<file path="src/hdl/csa_pkg.sv">
package csa_pkg;

    localparam int SLOTS_DEF = 320;
    localparam int FW = 9;
    localparam int RCW = 8;

    localparam logic [1:0] CMD_SEARCH = 2'd0;
    localparam logic [1:0] CMD_MARK   = 2'd1;
    localparam logic [1:0] CMD_FREE   = 2'd2;

    localparam logic [1:0] ST_OK       = 2'd0;
    localparam logic [1:0] ST_NOFIT    = 2'd1;
    localparam logic [1:0] ST_CONFLICT = 2'd2;

    localparam logic [1:0] POL_FIRST = 2'd0;
    localparam logic [1:0] POL_BEST  = 2'd1;
    localparam logic [1:0] POL_LAST  = 2'd2;
    localparam logic [1:0] POL_WORST = 2'd3;

    typedef struct packed {
        logic clear_step;
        logic start;
        logic check_step;
        logic update_step;
        logic rewind;
        logic scan_step;
        logic finish;
    } cmd_t;

    typedef struct packed {
        logic last_slot;
        logic range_ok;
        logic conflict;
    } sts_t;

endpackage

</file>
<file path="src/hdl/contiguous_slot_allocator.sv">
// Contiguous slot allocator over a busy bitmap of SLOTS slots held in a one-bit memory.
// After reset the block clears the bitmap, holding s_axis_tready low while it does so.
// Each transaction on s_axis is a search, mark-busy or free command (code 3 is unused) and yields
// exactly one result on m_axis. The datapath walks the bitmap one slot per cycle: a mark
// or free of L slots first checks the range and then writes it (the write is skipped
// when the check finds a conflict), then every command scans all SLOTS+1 positions.
// No new transaction is accepted until the result of the last one is registered, and
// that result waits while the previous result is still held on m_axis. fit_policy is
// written through cfg only while the block is idle.
module contiguous_slot_allocator
#(
    parameter int SLOTS = csa_pkg::SLOTS_DEF
)
(
    input  logic        clk,
    input  logic        rst_n,
    input  logic        cfg_valid,
    output logic        cfg_ready,
    input  logic [7:0]  cfg_data,      // fit_policy [1:0]
    input  logic        s_axis_tvalid,
    output logic        s_axis_tready,
    input  logic [31:0] s_axis_tdata,  // command, slot_start, slot_end, request_size
    output logic        m_axis_tvalid,
    input  logic        m_axis_tready,
    output logic [47:0] m_axis_tdata   // status, found_start, found_end, free_slots,
                                       // largest_run, run_count
);

    logic          idle, in_fire;
    logic [1:0]    pol_reg;
    logic          ovalid_reg;
    logic [45:0]   odata_reg;
    csa_pkg::cmd_t cmd;
    csa_pkg::sts_t sts;
    logic [1:0]    status;
    logic [8:0]    fs, fe, fr, lr;
    logic [7:0]    rc;

    assign cfg_ready = idle;
    assign s_axis_tready = idle;
    assign in_fire = s_axis_tvalid && s_axis_tready;
    assign m_axis_tvalid = ovalid_reg;
    assign m_axis_tdata = {2'b00, odata_reg};

    always_ff @(posedge clk or negedge rst_n)
    begin
        if (!rst_n)
        begin
            pol_reg <= csa_pkg::POL_FIRST;
            ovalid_reg <= 1'b0;
        end
        else
        begin
            if (cfg_valid && cfg_ready)
                pol_reg <= cfg_data[1:0];
            if (cmd.finish)
                ovalid_reg <= 1'b1;
            else if (m_axis_tready)
                ovalid_reg <= 1'b0;
        end
    end

    always_ff @(posedge clk)
    begin
        if (cmd.finish)
            odata_reg <= {rc, lr, fr, fe, fs, status};
    end

    csa_ctrl u_ctrl
    (
        .clk      (clk),
        .rst_n    (rst_n),
        .in_fire  (in_fire),
        .command  (s_axis_tdata[1:0]),
        .out_busy (ovalid_reg && !m_axis_tready),
        .sts      (sts),
        .idle     (idle),
        .cmd      (cmd)
    );

    csa_dp #(.SLOTS(SLOTS)) u_dp
    (
        .clk          (clk),
        .rst_n        (rst_n),
        .in_fire      (in_fire),
        .command      (s_axis_tdata[1:0]),
        .slot_start   (s_axis_tdata[10:2]),
        .slot_end     (s_axis_tdata[19:11]),
        .request_size (s_axis_tdata[28:20]),
        .fit_policy   (pol_reg),
        .cmd          (cmd),
        .sts          (sts),
        .status       (status),
        .found_start  (fs),
        .found_end    (fe),
        .free_slots   (fr),
        .largest_run  (lr),
        .run_count    (rc)
    );

endmodule

</file>
<file path="src/hdl/csa_ctrl.sv">
module csa_ctrl
(
    input  logic           clk,
    input  logic           rst_n,
    input  logic           in_fire,
    input  logic [1:0]     command,
    input  logic           out_busy,
    input  csa_pkg::sts_t  sts,
    output logic           idle,
    output csa_pkg::cmd_t  cmd
);

    localparam logic [2:0] S_IDLE   = 3'd0;
    localparam logic [2:0] S_CHECK  = 3'd1;
    localparam logic [2:0] S_UPDATE = 3'd2;
    localparam logic [2:0] S_SCAN   = 3'd3;
    localparam logic [2:0] S_DONE   = 3'd4;
    localparam logic [2:0] S_CLEAR  = 3'd5;

    logic [2:0] state_reg, state_next;
    logic [1:0] cmd_reg;

    always_ff @(posedge clk or negedge rst_n)
    begin
        if (!rst_n)
        begin
            state_reg <= S_CLEAR;
            cmd_reg <= csa_pkg::CMD_SEARCH;
        end
        else
        begin
            state_reg <= state_next;
            if (in_fire)
                cmd_reg <= command;
        end
    end

    always_comb
    begin
        state_next = state_reg;
        cmd = '0;
        idle = (state_reg == S_IDLE);
        case (state_reg)
            S_CLEAR:
            begin
                cmd.clear_step = 1'b1;
                if (sts.last_slot)
                    state_next = S_IDLE;
            end
            S_IDLE:
            begin
                if (in_fire)
                begin
                    cmd.start = 1'b1;
                    state_next = S_CHECK;
                end
            end
            S_CHECK:
            begin
                cmd.check_step = 1'b1;
                if ((cmd_reg != csa_pkg::CMD_MARK && cmd_reg != csa_pkg::CMD_FREE)
                    || !sts.range_ok)
                    state_next = S_SCAN;
                else if (sts.last_slot)
                    state_next = S_UPDATE;
            end
            S_UPDATE:
            begin
                if (sts.conflict)
                begin
                    cmd.rewind = 1'b1;
                    state_next = S_SCAN;
                end
                else
                begin
                    cmd.update_step = 1'b1;
                    if (sts.last_slot)
                        state_next = S_SCAN;
                end
            end
            S_SCAN:
            begin
                cmd.scan_step = 1'b1;
                if (sts.last_slot)
                    state_next = S_DONE;
            end
            S_DONE:
            begin
                if (!out_busy)
                begin
                    cmd.finish = 1'b1;
                    state_next = S_IDLE;
                end
            end
            default: state_next = S_IDLE;
        endcase
    end

endmodule

</file>
<file path="src/hdl/csa_dp.sv">
module csa_dp
#(
    parameter int SLOTS = csa_pkg::SLOTS_DEF
)
(
    input  logic                     clk,
    input  logic                     rst_n,
    input  logic                     in_fire,
    input  logic [1:0]               command,
    input  logic [csa_pkg::FW-1:0]   slot_start,
    input  logic [csa_pkg::FW-1:0]   slot_end,
    input  logic [csa_pkg::FW-1:0]   request_size,
    input  logic [1:0]               fit_policy,
    input  csa_pkg::cmd_t            cmd,
    output csa_pkg::sts_t            sts,
    output logic [1:0]               status,
    output logic [csa_pkg::FW-1:0]   found_start,
    output logic [csa_pkg::FW-1:0]   found_end,
    output logic [csa_pkg::FW-1:0]   free_slots,
    output logic [csa_pkg::FW-1:0]   largest_run,
    output logic [csa_pkg::RCW-1:0]  run_count
);

    localparam int IW = $clog2(SLOTS + 1);
    localparam int AW = $clog2(SLOTS);
    localparam int CW = IW + 1;

    logic             slot_busy_reg [SLOTS];
    logic             rd_busy_reg;
    logic [IW-1:0]    idx_reg, idx_next;
    logic [1:0]       c_reg;
    logic [csa_pkg::FW-1:0] lo_reg, hi_reg, need_reg;
    logic             conf_reg, have_reg;
    logic [CW-1:0]    free_reg, large_reg, runs_reg, rlen_reg, plen_reg;
    logic [CW-1:0]    rstart_reg, pick_reg;

    logic [IW-1:0] lo_i, hi_i;
    logic          is_rw, mem_we, mem_wdata;
    logic [AW-1:0] waddr, raddr;
    logic          cur_busy, at_end, fits, take;
    logic [CW-1:0] ext_need;

    assign lo_i = IW'(lo_reg);
    assign hi_i = IW'(hi_reg);
    assign ext_need = CW'(need_reg);
    assign is_rw = (c_reg == csa_pkg::CMD_MARK) || (c_reg == csa_pkg::CMD_FREE);
    assign sts.range_ok = (lo_reg <= hi_reg) && (32'(hi_reg) < 32'(SLOTS));
    assign sts.conflict = conf_reg;
    assign at_end = (idx_reg == IW'(SLOTS));
    assign cur_busy = at_end ? 1'b1 : rd_busy_reg;
    assign sts.last_slot = cmd.clear_step ? (idx_reg == IW'(SLOTS - 1))
                         : cmd.scan_step  ? at_end
                         : (idx_reg == hi_i);
    assign fits = (need_reg != '0) && (32'(rlen_reg) >= 32'(need_reg));

    always_comb
    begin
        take = 1'b0;
        case (fit_policy)
            csa_pkg::POL_FIRST: take = !have_reg;
            csa_pkg::POL_BEST:  take = !have_reg || rlen_reg < plen_reg;
            csa_pkg::POL_LAST:  take = 1'b1;
            default:            take = !have_reg || rlen_reg > plen_reg;
        endcase
    end

    // slot index for the next cycle, also the read address of the bitmap
    always_comb
    begin
        idx_next = idx_reg;
        if (cmd.clear_step)
            idx_next = (idx_reg == IW'(SLOTS - 1)) ? '0 : idx_reg + IW'(1);
        else if (cmd.start)
            idx_next = IW'(slot_start);
        else if (cmd.check_step)
        begin
            if (!is_rw || !sts.range_ok)
                idx_next = '0;
            else
                idx_next = (idx_reg == hi_i) ? lo_i : idx_reg + IW'(1);
        end
        else if (cmd.update_step)
            idx_next = (idx_reg == hi_i) ? '0 : idx_reg + IW'(1);
        else if (cmd.rewind)
            idx_next = '0;
        else if (cmd.scan_step && !at_end)
            idx_next = idx_reg + IW'(1);
    end

    assign mem_we = cmd.clear_step || cmd.update_step;
    assign mem_wdata = cmd.update_step && (c_reg == csa_pkg::CMD_MARK);
    assign waddr = AW'(idx_reg);
    assign raddr = (32'(idx_next) < 32'(SLOTS)) ? AW'(idx_next) : '0;

    // busy bitmap, one write and one registered read per cycle
    always_ff @(posedge clk)
    begin
        if (mem_we)
            slot_busy_reg[waddr] <= mem_wdata;
        rd_busy_reg <= (mem_we && waddr == raddr) ? mem_wdata : slot_busy_reg[raddr];
    end

    always_ff @(posedge clk or negedge rst_n)
    begin
        if (!rst_n)
            idx_reg <= '0;
        else
            idx_reg <= idx_next;
    end

    always_ff @(posedge clk)
    begin
        if (in_fire)
        begin
            c_reg <= command;
            lo_reg <= slot_start;
            hi_reg <= slot_end;
            need_reg <= request_size;
        end
        if (cmd.start)
            conf_reg <= 1'b0;
        else if (cmd.check_step)
        begin
            if (!is_rw || !sts.range_ok)
                conf_reg <= 1'b1;
            else if (rd_busy_reg != (c_reg == csa_pkg::CMD_FREE))
                conf_reg <= 1'b1;
            free_reg <= '0; large_reg <= '0; runs_reg <= '0; rlen_reg <= '0;
            have_reg <= 1'b0; plen_reg <= '0; pick_reg <= '0; rstart_reg <= '0;
        end
        else if (cmd.scan_step)
        begin
            if (!cur_busy)
            begin
                if (rlen_reg == '0)
                    rstart_reg <= CW'(idx_reg);
                rlen_reg <= rlen_reg + 1'b1;
                free_reg <= free_reg + 1'b1;
            end
            else if (rlen_reg != '0)
            begin
                runs_reg <= runs_reg + 1'b1;
                if (rlen_reg > large_reg)
                    large_reg <= rlen_reg;
                if (fits && take)
                begin
                    have_reg <= 1'b1;
                    plen_reg <= rlen_reg;
                    pick_reg <= (fit_policy == csa_pkg::POL_LAST)
                                ? rstart_reg + rlen_reg - ext_need : rstart_reg;
                end
                rlen_reg <= '0;
            end
        end
    end

    always_comb
    begin
        status = csa_pkg::ST_OK;
        found_start = '0;
        found_end = '0;
        if (c_reg == csa_pkg::CMD_SEARCH)
        begin
            if (!have_reg)
                status = csa_pkg::ST_NOFIT;
            else
            begin
                found_start = csa_pkg::FW'(pick_reg);
                found_end = csa_pkg::FW'(pick_reg + ext_need - 1'b1);
            end
        end
        else if (conf_reg)
            status = csa_pkg::ST_CONFLICT;
        free_slots = csa_pkg::FW'(free_reg);
        largest_run = csa_pkg::FW'(large_reg);
        run_count = csa_pkg::RCW'(runs_reg);
    end

endmodule
</file>
<file path="config.mk">
export PLATFORM = sky130hd
export DESIGN_NAME = contiguous_slot_allocator
export DESIGN_NICKNAME = d
export VERILOG_FILES = /design/src/hdl/csa_pkg.sv /design/src/hdl/contiguous_slot_allocator.sv /design/src/hdl/csa_ctrl.sv /design/src/hdl/csa_dp.sv
export SDC_FILE = /design/constraint.sdc
export NUM_CORES = 1
export LEC_CHECK = 0
export CAP_MARGIN = 20
export CORE_MARGIN = 5
export CORE_UTILIZATION = 38
export CTS_BUF_LIST = sky130_fd_sc_hd__clkbuf_4
export DETAILED_ROUTE_END_ITERATION = 7
export DONT_BUFFER_PORTS = 1
export HOLD_SLACK_MARGIN = 0.1
export MAX_ROUTING_LAYER = met4
export PLACE_DENSITY = 0.52
export SLEW_MARGIN = 20
export SYNTH_ARGS = -nofsm -noshare
export SYNTH_HDL_FRONTEND = slang
export SYNTH_SLANG_ARGS = --single-unit
</file>
<file path="constraint.sdc">
create_clock -name clk -period 8.35 [get_ports clk]
set_input_delay 0.835 -clock clk [delete_from_list [all_inputs] [get_ports clk]]
set_output_delay 0.835 -clock clk [all_outputs]
set_load 0.05 [all_outputs]
</file>
==> results_dict.tcl <==
set metrics [dict create \
    worstSetupStartpointType "flip-flop" \
    grt_pass1_wl_um 88440 \
    first_pass_iters 5 \
    synth_area_leaders "edfxtp_1, nor2_1, mux4_2, ha_1, mux2i_1" \
    crit_family "compound AO/OA/AOI/OAI gates" \
    critical_path.cell_chain "buf_4, mux4_1, a22o_1, a221oi_1, o22ai_1, o221ai_1, and4b_1, or4_4, nand2_1, a21oi_2" \
    grt_use_met1 0.2247 \
    worstMarginPinSlew_ns 1.119 \
    yosys_warnings 0 \
    ant_nets 0 \
    cts_tree "done" \
    rows 90 \
    hold_violations 0 \
    fin_util 0.4294 \
    clkTransAtPathRegs_ns 0.06 \
    finalNetCount 2039 \
    antenna_found_initial 1 \
    drive_gt1_frac 0.1565 \
    post-route-drc-count 0 \
    powerDensity_mw_per_mm2 185.4 \
    cp.required_ns 8.83 \
    synth_flop_cell "edfxtp_1" \
    period_share 0.5433 \
    synth_top_area_share 0.5977 \
    whs_ns 0.2277 \
    grt_pass1_vias 15124 \
    grtUsageMet3 0.04422 \
    rsz0062_at_grt "false" \
    avgSynthCellArea_um2 12.73 \
    clkLatencyLatePin_ns 0.95 \
    yosysUniqueCellTypes 80 \
    wl_um 57690 \
    synth_top_cell_by_area "edfxtp_1" \
    dr.first_iter.drc_count 1102 \
    async_flop_share 0.03484 \
    synthCells 1820 \
    fmax_ghz 0.2204 \
    htreeDepth 4 \
    dieArea_mm2 0.06599 \
    hold_path_class "in -> reg" \
    die-width_um 256.9 \
    finalSetupTns_ns 0 \
    grt.busiest_layer "met2" \
    area_delta_synth_final_pct 11.90 \
    finalMaxSlewViolations 0 \
    grtUsageMet2 0.2797 \
    path_max_fanout 32 \
    start_util 0.3837 \
    dp_hpwl_um 36390 \
    routed_via_density 5.238 \
    numPortBuffers 0 \
    grt_max_degree 111 \
    ys_seq_elements 488 \
    synth_commonest_cells "edfxtp_1, nor2_1, inv_1" \
    peakVddDrop_mv 0.1200 \
    fillers 5678 \
    wl_per_cell_um 20.63 \
    synth.most_common_cell "edfxtp_1" \
    crit_type "reg -> reg" \
    clockBufferDepth 3 \
    multiInputGateArea_mm2 0.007785 \
    track_usage 0.1796 \
    max_stage_delay_ns 0.73 \
    min_period_ns 4.536 \
    total_power_mw 4.806 \
    synth_edf_count 461 \
    vias 14645 \
    setup_violations 0 \
    clock_sinks 488 \
    cts_root_buffer "clkbuf_4" \
    fin_ws_ns 3.814 \
    ys_seq_area_frac 0.6248 \
    core_mm2 0.06036 \
    slew_headroom 0.2525 \
    preCtsSetupSlack_ns 3.489 \
    synth_area_mm2 0.02316 \
    end_kind "flip-flop" \
    worst-path-buf-inv 1 \
    largest_reg_flops 320 \
    skew_ns 0.09640 \
    crit_arrival_ns 5.02 \
    post_cts_buffers 0 \
    io_pins 96 \
    dieHeight_um 256.9 \
    cts_buffers 135 \
    max_cap_viol_count 0 \
    seq_area_mm2 0.01448 \
    slowest_stage "mux4_1" \
    outcome "finished, final reports clean" \
    leakage_nw 8.339 \
    grt_overflow 0 \
    routabilityCongestion 0.8758 \
]
-- cell families after synthesis --
kind of cell / synth area share
fa+ha+maj: 0.04721
other cells: 0.0001619
flops: 0.6248
buf+inv: 0.04078
compound gates: 0.04883
xor+xnor: 0.01891
simple gates: 0.1331
mux: 0.08621
-- metrics by stage --
step           area (um^2)  cells
2_1_floorplan        23170   1821
3_3_place_gp         23800   2521
3_5_place_dp         23800   2521
4_1_cts              25880   2794
5_1_grt              25920   2796
6_report             25920   2796
-- power by group --
part	internal (mW)	switching, mW	total (mW)
logic	0.0104	0.00695	0.0174
registers	2.64	0.0000000000000000964	2.64
clock network	1.13	1.02	2.15
-- cells in the final DEF (no fill, tap or decap), types with 20 or more instances in the layout --
| master | n |
|---|---|
| xnor2_1 | 24 |
| a21oi_1 | 51 |
| o21ai_0 | 34 |
| mux2i_1 | 45 |
| edfxtp_1 | 461 |
| ha_1 | 73 |
| nand3_1 | 49 |
| buf_4 | 20 |
| nor2_1 | 413 |
| clkbuf_4 | 197 |
| nand2_1 | 96 |
| inv_1 | 105 |
| and2_1 | 22 |
| clkinv_1 | 25 |
| dlygate4sd3_1 | 35 |
| xor2_1 | 26 |
| nor2b_1 | 22 |
| mux4_2 | 48 |
-- worst paths after layout --
kind | startpoint | endpoint | slack, ns | depth (start not counted)
setup / recovery | flip-flop | u_dp.free_reg[4] | 3.81 | 10
hold / removal | s_axis_tvalid | u_ctrl.state_reg[0] | 0.23 | 3
setup reg to reg | flip-flop | u_dp.free_reg[4] | 3.81 | 10
hold reg to reg | u_dp.large_reg[2] | odata_reg[31] | 0.45 | 0
max in group asynchronous | rst_n | u_ctrl.cmd_reg[1] | 7.28 | 1
min in group asynchronous | rst_n | u_dp.idx_reg[3] | 0.49 | 1
-- area by class of cell --
cell class                      instances  area share
Antenna cell                            1  0.00009655
Clock buffer                          197     0.05706
Clock inverter                         41    0.009462
Inverter                              109     0.01579
Multi-Input combinational cell       1121      0.3004
Sequential cell                       488      0.5587
Tap cell                              782     0.03775
Timing Repair Buffer                   57     0.02081
-- per-layer routing --
layer | vias to the layer above | routed length (um)
li1 | 6844 | -
met1 | 7249 | 25160
met2 | 422 | 27280
met3 | 130 | 3282
met4 | 0 | 1963
met5 | - | 0
-- timing repair --
action / in CTS / in global routing
resized for setup: 0 / 0
hold buffers: 35 / 0
hold endpoints to repair: 57 / 0
-- worst register-to-register path: stages (launching register included) --
cell	delay [ns]
dfxtp_4	0.63
buf_4	0.57
mux4_1	0.75
a22o_1	0.25
a221oi_1	0.29
o22ai_1	0.15
o221ai_1	0.27
and4b_1	0.23
or4_4	0.19
nand2_1	0.17
a21oi_2	0.61
Power figures use the tool's default switching activity.
